**src/rtl/assert_macros.svh**
```systemverilog
// Assertion helpers used by cdg_engine.
`ifndef ASSERT_MACROS_SVH
`define ASSERT_MACROS_SVH

// Checked on every rising edge while reset is released.
`define CDG_ASSERT(lbl, clk, rst_n, prop) \
    lbl: assert property (@(posedge clk) disable iff (!rst_n) prop) \
        else $error("cdg check failed");

// Checked on every rising edge, reset included.
`define CDG_ASSERT_ALWAYS(lbl, clk, prop) \
    lbl: assert property (@(posedge clk) prop) \
        else $error("cdg check failed");

`endif

```
**src/rtl/cdg_pkg.sv**
```systemverilog
package cdg_pkg;

    localparam int FRAME_W  = 300;
    localparam int FRAME_H  = 216;
    localparam int BORDER_W = 6;
    localparam int BORDER_H = 12;

    localparam logic [5:0] GFX_COMMAND = 6'h09;

    localparam logic [5:0] INS_MEM_PRESET    = 6'd1;
    localparam logic [5:0] INS_BORDER        = 6'd2;
    localparam logic [5:0] INS_TILE          = 6'd6;
    localparam logic [5:0] INS_SCROLL_PRESET = 6'd20;
    localparam logic [5:0] INS_SCROLL_COPY   = 6'd24;
    localparam logic [5:0] INS_PAL_LOW       = 6'd30;
    localparam logic [5:0] INS_PAL_HIGH      = 6'd31;
    localparam logic [5:0] INS_TILE_XOR      = 6'd38;

    // Operation codes handed from the front end to the engine.
    localparam logic [3:0] OP_READ          = 4'd0;
    localparam logic [3:0] OP_NOT_GFX       = 4'd1;
    localparam logic [3:0] OP_UNKNOWN       = 4'd2;
    localparam logic [3:0] OP_NOP           = 4'd3;
    localparam logic [3:0] OP_MEM_PRESET    = 4'd4;
    localparam logic [3:0] OP_BORDER        = 4'd5;
    localparam logic [3:0] OP_TILE          = 4'd6;
    localparam logic [3:0] OP_TILE_XOR      = 4'd7;
    localparam logic [3:0] OP_PAL_LOW       = 4'd8;
    localparam logic [3:0] OP_PAL_HIGH      = 4'd9;
    localparam logic [3:0] OP_SCROLL_PRESET = 4'd10;
    localparam logic [3:0] OP_SCROLL_COPY   = 4'd11;

    localparam logic [2:0] STAT_APPLIED = 3'd0;
    localparam logic [2:0] STAT_NOT_GFX = 3'd1;
    localparam logic [2:0] STAT_RANGE   = 3'd2;
    localparam logic [2:0] STAT_UNKNOWN = 3'd3;
    localparam logic [2:0] STAT_READ    = 3'd4;

    typedef struct packed {
        logic [3:0]   op;
        logic [127:0] data;
        logic [8:0]   rx;
        logic [7:0]   ry;
    } cdg_cmd_t;

    typedef struct packed {
        logic [2:0]  status;
        logic [3:0]  index;
        logic [23:0] rgb;
    } cdg_result_t;

endpackage

```
**src/rtl/cdg_fifo.sv**
```systemverilog
module cdg_fifo
    import cdg_pkg::*;
(
    input  logic     clk,
    input  logic     rst_n,
    input  cdg_cmd_t in_cmd,
    input  logic     in_valid,
    output logic     in_ready,
    output cdg_cmd_t out_cmd,
    output logic     out_valid,
    input  logic     out_ready
);

    cdg_cmd_t   slot_reg [2];
    logic       wr_ptr_reg;
    logic       rd_ptr_reg;
    logic [1:0] count_reg;
    logic       push;
    logic       pop;

    assign in_ready  = (count_reg != 2'd2);
    assign out_valid = (count_reg != 2'd0);
    assign out_cmd   = slot_reg[rd_ptr_reg];
    assign push      = in_valid && in_ready;
    assign pop       = out_valid && out_ready;

    always_ff @(posedge clk or negedge rst_n)
    begin
        if (!rst_n) begin
            wr_ptr_reg <= 1'b0;
            rd_ptr_reg <= 1'b0;
            count_reg  <= 2'd0;
        end else begin
            if (push) begin
                wr_ptr_reg <= ~wr_ptr_reg;
            end
            if (pop) begin
                rd_ptr_reg <= ~rd_ptr_reg;
            end
            if (push && !pop) begin
                count_reg <= count_reg + 2'd1;
            end else if (pop && !push) begin
                count_reg <= count_reg - 2'd1;
            end
        end
    end

    always_ff @(posedge clk)
    begin
        if (push) begin
            slot_reg[wr_ptr_reg] <= in_cmd;
        end
    end

endmodule

```
**config.mk**
```make
export PLATFORM = sky130hd
export DESIGN_NAME = cdg_fifo
export DESIGN_NICKNAME = d
export VERILOG_FILES = /design/src/rtl/assert_macros.svh /design/src/rtl/cdg_pkg.sv /design/src/rtl/cdg_fifo.sv
export SDC_FILE = /design/constraint.sdc
export NUM_CORES = 1
export LEC_CHECK = 0
export BUFFER_PORTS_ARGS = -buffer_cell sky130_fd_sc_hd__buf_2
export CAP_MARGIN = 20
export CORE_ASPECT_RATIO = 0.75
export CORE_MARGIN = 10
export CORE_UTILIZATION = 47
export CTS_CLUSTER_DIAMETER = 30
export DETAILED_ROUTE_END_ITERATION = 6
export PLACE_DENSITY_LB_ADDON = 0.25
export SLEW_MARGIN = 20
export SYNTH_ARGS = -nofsm -noshare
export SYNTH_HDL_FRONTEND = slang
export SYNTH_SLANG_ARGS = --single-unit
```
**constraint.sdc**
```tcl
create_clock -name clk -period 6.75 [get_ports clk]
set_input_delay 1.35 -clock clk [delete_from_list [all_inputs] [get_ports clk]]
set_output_delay 1.35 -clock clk [all_outputs]
set_load 0.02 [all_outputs]
```
# Yosys cells after proc, flatten, opt, wreduce, memory -nomap -nowiden
# Memory sizes are Yosys's and may differ from the RTL's.
# Index checks and enable logic that the tools add are counted.
[classes]
bitwise = 2
eq_ne = 1
reduce_logical = 8
add_sub_neg = 2
muxes = 4
[op_table]
columns = ["cell", "n"]
rows = [
  ["$logic_and 1x1->1", 4],
  ["$mux 2", 2],
  ["$reduce_bool 2->1", 2],
  ["$add 2x1->2 const B", 1],
  ["$logic_not 1->1", 2],
  ["$mux 1", 2],
  ["$ne 2x2->1 const B", 1],
  ["$not 1->1", 2],
  ["$sub 2x1->2 const B", 1],
]
[totals]
ramBits = 298
regBits = 4
n_memories = 1
[memory_table]
columns = ["name", "depth", "width", "rd", "rd_ports_with_merged_regs", "write_ports", "line", "source"]
rows = [
  ["slot_reg", 2, 149, 1, 0, 1, "cdg_fifo.sv:14", "cdg_cmd_t slot_reg [2];"],
]

# Logic depth before layout (Yosys ltp)
[logic_depth]
depth_word = 6
depth_mapped = 7
depth_no_buf = 7

# Least setup slack after synthesis
# OpenSTA, ideal clock, no wires.
[synth_timing]
path_kind = "input port to flip-flop"
startpoint = "input in_valid"
endpoint = "memory slot_reg[0][0] (netlist bit), enable pin"
arrival_ns = 7.632
required_time_ns = 6.090
setup_ns = 0.660
stages = 2
setup_slack_ns = -1.541
path_cell_list = "nand2_1 -> nor2_1"
[synth_via]
elab_chain_cells = 3
[synth_lines]
columns = ["item", "line", "source"]
rows = [
  ["start: declaration", "cdg_fifo.sv:7", "input logic in_valid,"],
  ["$logic_and 1x1->1", "cdg_fifo.sv:24", "assign push = in_valid && in_ready;"],
  ["$mux 1", "cdg_fifo.sv:50", "if (push) begin"],
  ["$mux 1 (not written as such)", "cdg_fifo.sv:51", "slot_reg[wr_ptr_reg] <= in_cmd;"],
  ["end: declaration", "cdg_fifo.sv:14", ""],
]
# Every way passes these cells.

==> out/qor.yml <==
logic_synthesis:
  syn_area_per_cell_um2: 23.57
  synth_mux_area_frac: 0.1807
  synth-compound-area-share: 0
  synth-simple-area-share: 0.002974
  synth_top_family_by_area: "multiplexers"
  ys_seq_area_frac: 0.7966
  ys_ff_latch: 302
  syn-num-nets: 636
  yosys.area_share.xor_xnor: 0.003855
  yosys_warnings: 0
  yosysTopAreaCell: "edfxtp_1"
  syn_inst: 482
  synth_cell_types: 16
  synth_top_area_share: 0.7878
  synth_fa_ha_area_frac: 0.001101
  syn-cell-area_um2: 11360
  yosys-top-cells-area: "edfxtp_1 (79%), mux2_4 (13%), mux2_2 (4.9%)"
routing:
  ant_nets: 0
  routedWlPerCell_um: 21.54
  vias: 5799
  drt_iter0_drc: 262
  drt-total-wl_mm: 25.25
  vias_per_cell: 4.948
  remaining_drc_errors: 0
  first_pass_iters: 4
power_and_ir_drop:
  ir_drop_mv: 0.3057
  power_density_nw_per_um2: 500.8
  finalPower_mw: 7.438
  p_leak_nw: 5.912
grt:
  grt_pass1_vias: 6322
  grt_use_total: 0.1547
  grt.overflow.total: 0
  grt_max_degree: 75
  antenna_found_initial: 8
  grt_first_pass_wirelength_mm: 36.54
finish:
  register_area_um2: 9052
  final_layout_size_suffix_gt1_frac: 0.6315
  final_nets: 979
  fillCellCount: 1682
  multi_input_area_um2: 2156
  area_delta_synth_final_pct: 30.74
  largest_reg_flops: 298
sta:
  skew_ns: 0.009234
  finalCritPeriodShare: 0.5922
  fin_ws_ns: 2.753
  slew_headroom: 0.3458
  rsz0062_at_grt: "no"
  fin_tns_setup_ns: 0
  worstMarginPinSlew_ns: 0.9813
  setup_viol: 0
  slew_violations: 0
  period_needed_ns: 3.997
  max_freq_mhz: 250.2
  hold_violations: 0
clocking:
  cts_post_setup_buffers_inserted: 0
  tritoncts: "built"
  ctsHtreeMaxLevel: 2
  cts_buffer_depth: 3
  clkSinkCount: 302
  hold_buffers: 0
  cts_root_buf: "clkbuf_16"
  ctsResizeCount: 0
  worst_skew_pair.late_latency_ns: 0.52
  clk_pin_slew_ns: 0.05
  numCtsBuffers: 48
floorplanning:
  start_util: 0.4763
  fp.dieH_um: 154.6
  top_level_ports: 304
  die_area_um2: 30850
  rows: 49
  core_um2: 23850
  die_x_um: 199.5
run:
  cap_violations: 0
setup_path:
  reg2reg_setup_slack_ns: 3.99
  worstSetupPathType: "reg -> out"
  worst-r2r-cell-count: 3
  startpoint_type: "register"
  crit_arrival_ns: 2.65
  crit-reg2reg-launch: "count_reg[0]"
  worst-path-max-fanout: 47
  critPathCaptureType: "output pin"
  crit_required_ns: 5.40
  r2r_end: "slot_reg[1][12]"
placement:
  post-place-ws_ns: 3.057
  port_buffers: 303
  dp_hpwl_mm: 17.43
  gp_congestion: 0.7717
min_path:
  hold_end: "count_reg[1]"
  whs_path_depth: 1
  worstHoldStart: "count_reg[1]"
  hp-class: "reg -> reg"
run_status:
  outcome: "finished clean"
==> metrics by stage <==
stage / std cells / util / cell area [um2] / hold WS, ns
2_1_floorplan: 482 / - / 11360 / 0.4559
3_3_place_gp: 1080 / 0.5522 / 13170 / 0.4754
6_report: 1172 / 0.6227 / 14850 / 0.4958
4_1_cts: 1168 / 0.6213 / 14820 / 0.4942
3_5_place_dp: 1080 / 0.5522 / 13170 / 0.4731
5_1_grt: 1170 / 0.6225 / 14850 / 0.5208
==> worst max-delay path by stage <==
stage / start / end / slack (ns) / depth (start not counted)
CTS: rd_ptr_reg / out_cmd[26] / 2.71 / 3
global route: rd_ptr_reg / out_cmd[6] / 2.64 / 3
detailed placement: in_valid / slot_reg[0][53] / 3.06 / 4
floorplan: in_valid / slot_reg[0][0] / 0.98 / 2
finish: rd_ptr_reg / out_cmd[14] / 2.75 / 3
global placement: in_valid / slot_reg[0][81] / 3.17 / 4
==> critical path, cell delays in order, from the launching register on <==
cell and delay, ns:
dfrtp_4 0.81, buf_4 0.67, mux2_2 0.42, buf_2 0.17
==> cell type report <==
cell class | instances | share of cell area
flip-flops and latches | 302 | 0.6095
multi-input cells | 162 | 0.1452
repair buffers | 310 | 0.1078
clock buffers | 51 | 0.08307
clock inverters | 37 | 0.02789
well taps | 306 | 0.02578
diodes | 3 | 0.0005055
inverters | 1 | 0.0002527
==> cells in the mapped netlist (all sizes together) <==
master and number:
and3 1, buf 17, dfrtp 4, edfxtp 298
ha 1, inv 1, mux2 149, nand2 2
nand2b 1, nor2 2, or2 1, xnor2 3
xor2 2
==> power by group <==
group / internal (mW) / switching, mW
sequential: 2.57 / 0.157
clock: 1.58 / 0.869
combinational: 0.945 / 1.32
total: 5.10 / 2.34
==> cell usage in the layout, fill, tap and decap left out, types with 4 or more instances in the layout <==
master / n
edfxtp_1: 298
clkinv_1: 4
buf_2: 303
buf_4: 5
mux2_4: 100
clkbuf_16: 49
mux2_2: 49
clkinvlp_4: 5
inv_6: 6
bufinv_16: 6
clkinv_4: 5
clkinv_2: 7
==> per-layer routing <==
metal  share of wire  global-route usage
met1            0.40              0.1861
met2            0.46              0.2415
met4           0.019             0.04820
met5          0.0018                   0
met3            0.11             0.07394
==> cell families (layout without fill, tap and decap cells) <==
family	after synthesis	count (layout)
flip-flops	302	302
multiplexers	149	149
buffers and inverters	18	399
AND/OR/NAND/NOR	7	7
XOR/XNOR	5	5
adder cells (fa/ha/maj)	1	1
other	0	3
Note: power is estimated with default switching activity, not from simulation.
