[src/rtl/assert_macros.svh]
// Assertion helpers used by cdg_engine.
`ifndef ASSERT_MACROS_SVH
`define ASSERT_MACROS_SVH

// Checked on every rising edge while reset is released.
`define CDG_ASSERT(lbl, clk, rst_n, prop) \
    lbl: assert property (@(posedge clk) disable iff (!rst_n) prop) \
        else $error("cdg check failed");

// Checked on every rising edge, reset included.
`define CDG_ASSERT_ALWAYS(lbl, clk, prop) \
    lbl: assert property (@(posedge clk) prop) \
        else $error("cdg check failed");

`endif

[src/rtl/cdg_pkg.sv]
package cdg_pkg;

    localparam int FRAME_W  = 300;
    localparam int FRAME_H  = 216;
    localparam int BORDER_W = 6;
    localparam int BORDER_H = 12;

    localparam logic [5:0] GFX_COMMAND = 6'h09;

    localparam logic [5:0] INS_MEM_PRESET    = 6'd1;
    localparam logic [5:0] INS_BORDER        = 6'd2;
    localparam logic [5:0] INS_TILE          = 6'd6;
    localparam logic [5:0] INS_SCROLL_PRESET = 6'd20;
    localparam logic [5:0] INS_SCROLL_COPY   = 6'd24;
    localparam logic [5:0] INS_PAL_LOW       = 6'd30;
    localparam logic [5:0] INS_PAL_HIGH      = 6'd31;
    localparam logic [5:0] INS_TILE_XOR      = 6'd38;

    // Operation codes handed from the front end to the engine.
    localparam logic [3:0] OP_READ          = 4'd0;
    localparam logic [3:0] OP_NOT_GFX       = 4'd1;
    localparam logic [3:0] OP_UNKNOWN       = 4'd2;
    localparam logic [3:0] OP_NOP           = 4'd3;
    localparam logic [3:0] OP_MEM_PRESET    = 4'd4;
    localparam logic [3:0] OP_BORDER        = 4'd5;
    localparam logic [3:0] OP_TILE          = 4'd6;
    localparam logic [3:0] OP_TILE_XOR      = 4'd7;
    localparam logic [3:0] OP_PAL_LOW       = 4'd8;
    localparam logic [3:0] OP_PAL_HIGH      = 4'd9;
    localparam logic [3:0] OP_SCROLL_PRESET = 4'd10;
    localparam logic [3:0] OP_SCROLL_COPY   = 4'd11;

    localparam logic [2:0] STAT_APPLIED = 3'd0;
    localparam logic [2:0] STAT_NOT_GFX = 3'd1;
    localparam logic [2:0] STAT_RANGE   = 3'd2;
    localparam logic [2:0] STAT_UNKNOWN = 3'd3;
    localparam logic [2:0] STAT_READ    = 3'd4;

    typedef struct packed {
        logic [3:0]   op;
        logic [127:0] data;
        logic [8:0]   rx;
        logic [7:0]   ry;
    } cdg_cmd_t;

    typedef struct packed {
        logic [2:0]  status;
        logic [3:0]  index;
        logic [23:0] rgb;
    } cdg_result_t;

endpackage

[src/rtl/cdg_front.sv]
module cdg_front
    import cdg_pkg::*;
(
    input  logic         clk,
    input  logic         rst_n,
    input  logic         s_tvalid,
    output logic         s_tready,
    input  logic [167:0] s_tdata,
    input  logic         s_tuser,
    input  logic         clearing,
    output cdg_cmd_t     cmd,
    output logic         cmd_valid,
    input  logic         cmd_ready
);

    logic     hold_valid_reg;
    cdg_cmd_t hold_reg;
    cdg_cmd_t cls;
    logic [7:0] command;
    logic [7:0] instruction;
    logic [8:0] rx_in;
    logic [7:0] ry_in;

    assign command     = s_tdata[7:0];
    assign instruction = s_tdata[15:8];
    assign rx_in       = s_tdata[152:144];
    assign ry_in       = s_tdata[160:153];

    assign s_tready  = !clearing && (!hold_valid_reg || cmd_ready);
    assign cmd_valid = hold_valid_reg;
    assign cmd       = hold_reg;

    always_comb
    begin
        cls.data = s_tdata[143:16];
        cls.rx   = (rx_in > 9'(FRAME_W - 1)) ? 9'(FRAME_W - 1) : rx_in;
        cls.ry   = (ry_in > 8'(FRAME_H - 1)) ? 8'(FRAME_H - 1) : ry_in;
        if (s_tuser) begin
            cls.op = OP_READ;
        end else if (command[5:0] != GFX_COMMAND) begin
            cls.op = OP_NOT_GFX;
        end else begin
            unique case (instruction[5:0])
                INS_MEM_PRESET:    cls.op = (s_tdata[27:24] == 4'd0) ? OP_MEM_PRESET : OP_NOP;
                INS_BORDER:        cls.op = OP_BORDER;
                INS_TILE:          cls.op = OP_TILE;
                INS_TILE_XOR:      cls.op = OP_TILE_XOR;
                INS_PAL_LOW:       cls.op = OP_PAL_LOW;
                INS_PAL_HIGH:      cls.op = OP_PAL_HIGH;
                INS_SCROLL_PRESET: cls.op = OP_SCROLL_PRESET;
                INS_SCROLL_COPY:   cls.op = OP_SCROLL_COPY;
                default:           cls.op = OP_UNKNOWN;
            endcase
        end
    end

    always_ff @(posedge clk or negedge rst_n)
    begin
        if (!rst_n) begin
            hold_valid_reg <= 1'b0;
        end else if (s_tvalid && s_tready) begin
            hold_valid_reg <= 1'b1;
        end else if (cmd_ready) begin
            hold_valid_reg <= 1'b0;
        end
    end

    always_ff @(posedge clk)
    begin
        if (s_tvalid && s_tready) begin
            hold_reg <= cls;
        end
    end

endmodule

[config.mk]
export PLATFORM = sky130hd
export DESIGN_NAME = cdg_front
export DESIGN_NICKNAME = d
export VERILOG_FILES = /design/src/rtl/assert_macros.svh /design/src/rtl/cdg_pkg.sv /design/src/rtl/cdg_front.sv
export SDC_FILE = /design/constraint.sdc
export NUM_CORES = 1
export LEC_CHECK = 0
export BUFFER_PORTS_ARGS = -buffer_cell sky130_fd_sc_hd__buf_2
export CAP_MARGIN = 20
export CORE_MARGIN = 1.5
export CORE_UTILIZATION = 30
export DETAILED_ROUTE_END_ITERATION = 6
export PLACE_DENSITY = 0.66
export SYNTH_ARGS = -nofsm -noshare
export SYNTH_HDL_FRONTEND = slang
export SYNTH_SLANG_ARGS = --single-unit
[constraint.sdc]
create_clock -name clk -period 13.6 [get_ports clk]
set_input_delay 1.36 -clock clk [delete_from_list [all_inputs] [get_ports clk]]
set_output_delay 1.36 -clock clk [all_outputs]
set_load 0.005 [all_outputs]
=== Yosys cells after proc, flatten, opt, wreduce, memory -nomap -nowiden ===
Index checks and enable logic that the tools add are counted.

* Input port bits: 174
* Logic and storage cells: 30
* Flip-flop bits (word level): 150
* Output and inout port bits: 151

* Muxes and demuxes: 5
* Reduce and logical (&&, ||, !) cells: 8
* Order comparisons: 2
* Equality and inequality tests: 9

{| class="wikitable"
|+ Operators with widths
! kind !! count
|-
| 4-bit case mux with 8 select lines || 1
|-
| 6-bit by 5-bit == test with 1-bit output, second input constant || 4
|-
| 9-bit > comparator, second input constant || 1
|-
| 8-bit > comparator, second input constant || 1
|-
| 6-bit by 1-bit == test with 1-bit output, second input constant || 1
|-
| 6-bit by 2-bit == test with 1-bit output, second input constant || 1
|-
| 6-bit by 3-bit == test with 1-bit output, second input constant || 1
|-
| 6-bit == test, second input constant || 1
|-
| 6-bit by 4-bit inequality test with 1-bit output, second input constant || 1
|-
| 4-bit zero test || 1
|-
| 1-bit 2-to-1 mux || 3
|-
| 3-bit 2-to-1 mux || 1
|-
| 1-bit logical AND || 2
|-
| 1-bit zero test || 2
|-
| 2-bit nonzero test || 1
|-
| 2-bit OR reduction || 1
|-
| 1-bit logical OR || 1
|}

=== Longest topological paths before layout ===
* Depth in word-level cells: 5
* Mapped depth: 6
* Depth with buffers taken out: 5

=== Least setup slack after synthesis ===
OpenSTA, ideal clock, no wires.

* Path type: input -> register
* From: in cmd_ready
* To: reg hold_reg, in the netlist cmd[0] (enable)
* Slack: 8.010 ns
* Path buffers: 0
* Stages on the path: 3
* Arrival: 5.063 ns
* Setup time: 0.528 ns
* Required time: 13.072 ns
* Cells stage by stage: inv_1 a21oi_1 and2_1

* Word-level cells in the longest chain between the ends: 3

{| class="wikitable"
|+ Ends and longest elaborated chain
! item !! RTL line !! text
|-
| start: declaration || cdg_front.sv:13 || <nowiki>input logic cmd_ready</nowiki>
|-
| 1-bit logical OR || cdg_front.sv:29 || <nowiki>assign s_tready = !clearing && (!hold_valid_reg || cmd_ready);</nowiki>
|-
| 1-bit logical AND || cdg_front.sv:29 ||
|-
| via s_tready || cdg_front.sv:7 || <nowiki>output logic s_tready,</nowiki>
|-
| 1-bit logical AND || cdg_front.sv:70 || <nowiki>if (s_tvalid && s_tready) begin</nowiki>
|-
| end signal: assignment || cdg_front.sv:71 || <nowiki>hold_reg <= cls;</nowiki>
|-
| end: declaration || cdg_front.sv:17 || <nowiki>cdg_cmd_t hold_reg;</nowiki>
|}

The timed path passes the listed nets, and every way through them passes these cells.
A chain may end at the register's enable or synchronous reset.

=== Worst setup path after layout ===
* From: in cmd_ready
* To: reg hold_reg, in the netlist cmd[128] (enable)

* Word-level cells in the longest chain between the ends: 3

{| class="wikitable"
|+ Ends and longest elaborated chain
! item !! RTL line
|-
| 1-bit logical OR || cdg_front.sv:29
|-
| 1-bit logical AND || cdg_front.sv:29
|-
| 1-bit logical AND || cdg_front.sv:70
|}

Every way passes these cells.

==> metrics.cfg <==
[synth]
synth_fp_nets=392
synth_cell_types=31
synth_seq_cells=150
yosysSeqAreaShare_pct=91.3
synth_top_area_share_pct=90.8
synth_top_area_cell=edfxtp_1
synth_area_leaders=edfxtp_1, nand2b_1, a2111oi_4, a21oi_1, and2_1
syn-cell-area_mm2=0.00493
avgSynthCellArea_um2=22.6
yosysWarnings=0
synth_cells=218

[power]
p_leak_nw=3.05
ir_worst_vdd_mv=0.0763
power.density_mw_per_mm2=144

[layout]
layout_common_cells=buf_2, edfxtp_1, clkbuf_16
syn2layout_area_growth_pct=48.6
final_common_cell=buf_2
fin_util_pct=46.0
fin_nets=719
drive_gt1_share_pct=63.3
finish.instance_area_mm2=0.00733

[hold_path]
worstHoldPathType=flip-flop to flip-flop
whs_path_depth=1

[global_route]
antenna_found_initial=1
grt_pass1_wl_um=19200
grt_pass1_vias=3469
track_usage_pct=14.8
overflow=0
grt_max_degree=84

[cts]
post_cts_buffers=0
cts_tree=done
cts.repair.resized=0
holdBufCountCts=0
cts.sinks=150
clockBufferDepth=2
cts-root-buf=clkbuf_16
path_clk_slew_ps=60
cts_buffers=17
clk-insertion-delay-late_ps=420
htreeDepth=4

[place]
port_buffers=313
placed_cell_area_mm2=0.00675
place_ws_ps=9720
hpwl_um=9510
place.gp.congestion=0.833

[worst_setup_path]
crit_fanout=83
required_ps=13640
reg2reg_slack_ps=10850
worst-setup-path-type=input pin to flip-flop
end_kind=flip-flop
crit_path_end=cmd[128]$_DFFE_PP_
ff2ff_path_depth=3
critPathLaunch=cmd_ready
start_kind=input pin
r2r_start=cmd_valid$_DFFE_PN0P_
r2r-end=cmd[128]$_DFFE_PP_
cp.arrival_ps=3440

[sta]
worst_slack_ps=10190
max_freq_mhz=293
min_period_over_period_pct=25.1
tightest_slew_ps=1020
period_minus_slack_ps=3410
slew_viol_final=0
grt_setup_unrepaired=no
skew_ps=14.3
slew_headroom_pct=32.2
setup_viol=0
hold_viol=0
tns_ps=0

[floorplanning]
start_util_pct=30.9
core_mm2=0.0159
die_w_um=131
io-pin-count=325
dieArea_mm2=0.0172
dieHeight_um=131
num_rows=46

[detailed_routing]
drt_pass1_iterations=4
vias=3315
vias_per_cell=4.28
first_iter_violations=173
wirelength_um=12600
antenna_left=0
drc=0
post_drt_wl_per_cell_um=16.2

[flow_run]
cap_violations=0

[outcome]
status=finished, final reports clean

routing by layer:
metal / part of all wire (%) / wire length [um] / up-vias / track usage (%)
li1: - / - / 1521 / -
met5: 0 / 0 / - / 0
met3: 8.2 / 1030 / 18 / 6.37
met4: 2.2 / 273 / 0 / 6.43
met2: 52 / 6530 / 198 / 25.6
met1: 38 / 4740 / 1578 / 15.8
power breakdown:
part           switching [W]  internal, W  total (W)
logic              0.0000337    0.0000326  0.0000663
registers         0.00000474     0.000534   0.000539
clock network       0.000196     0.000257   0.000453
cell families (layout without fill, tap and decap cells):
family,after synthesis,in the layout,synth area share (%)
compound gates,17,17,2.49
xor+xnor,1,1,0.178
buf+inv,7,347,0.609
flops,150,150,91.3
other cells,0,1,0
simple gates,43,43,5.46
critical path: stages:
cell,delay (ps)
buf_2,80
inv_1,40
a21oi_1,200
and2_4,760
buf_4,920
state kept, by name (all words and copies together), names as in the netlist:
signal	flops
cmd	149
cmd_valid	1
layout make-up:
type                            count  area [um^2]
Timing Repair Buffer              314         1570
Inverter                            1         3.75
Antenna cell                        1         2.50
Fill cell                        1460         8620
Tap cell                          216          270
Clock inverter                     14          144
Clock buffer                       18          429
Multi-Input combinational cell     61          403
Sequential cell                   150         4500
worst min path at each step:
stage                          start                     to
4_1_cts        cmd_valid$_DFFE_PN0P_  cmd_valid$_DFFE_PN0P_
3_5_place_dp   cmd_valid$_DFFE_PN0P_  cmd_valid$_DFFE_PN0P_
2_1_floorplan  cmd_valid$_DFFE_PN0P_  cmd_valid$_DFFE_PN0P_
5_1_grt        cmd_valid$_DFFE_PN0P_  cmd_valid$_DFFE_PN0P_
6_report       cmd_valid$_DFFE_PN0P_  cmd_valid$_DFFE_PN0P_
3_3_place_gp   cmd_valid$_DFFE_PN0P_  cmd_valid$_DFFE_PN0P_
cells in the mapped netlist:
| master | n |
|---|---|
| and2b_1 | 1 |
| a31oi_1 | 3 |
| nand4bb_1 | 1 |
| nand3b_1 | 1 |
| nand2_1 | 5 |
| or2_2 | 4 |
| o21ai_0 | 3 |
| nor4b_1 | 2 |
| nor3_1 | 1 |
| nor3_2 | 1 |
| edfxtp_1 | 149 |
| nand2b_1 | 5 |
| nor2b_1 | 4 |
| o22ai_1 | 1 |
| nor2_1 | 6 |
| nand3_1 | 2 |
| nor3b_4 | 1 |
| o31ai_1 | 1 |
| a21o_1 | 1 |
| and3b_1 | 1 |
| nor4_1 | 3 |
| buf_2 | 3 |
| dfrtp_1 | 1 |
| o21a_1 | 2 |
| a2111oi_4 | 1 |
| xnor2_1 | 1 |
| a21oi_1 | 5 |
| and2_1 | 4 |
| clkbuf_1 | 3 |
| inv_1 | 1 |
| and3_1 | 1 |
stage by stage:
step           hold slack [ps]  total power, W  instances
3_3_place_gp               485        0.000613        742
3_5_place_dp               505        0.000616        742
5_1_grt                    551         0.00110        775
2_1_floorplan              496        0.000570        218
4_1_cts                    519         0.00107        774
6_report                   519         0.00106        775
(Power assumes the default switching activity.)
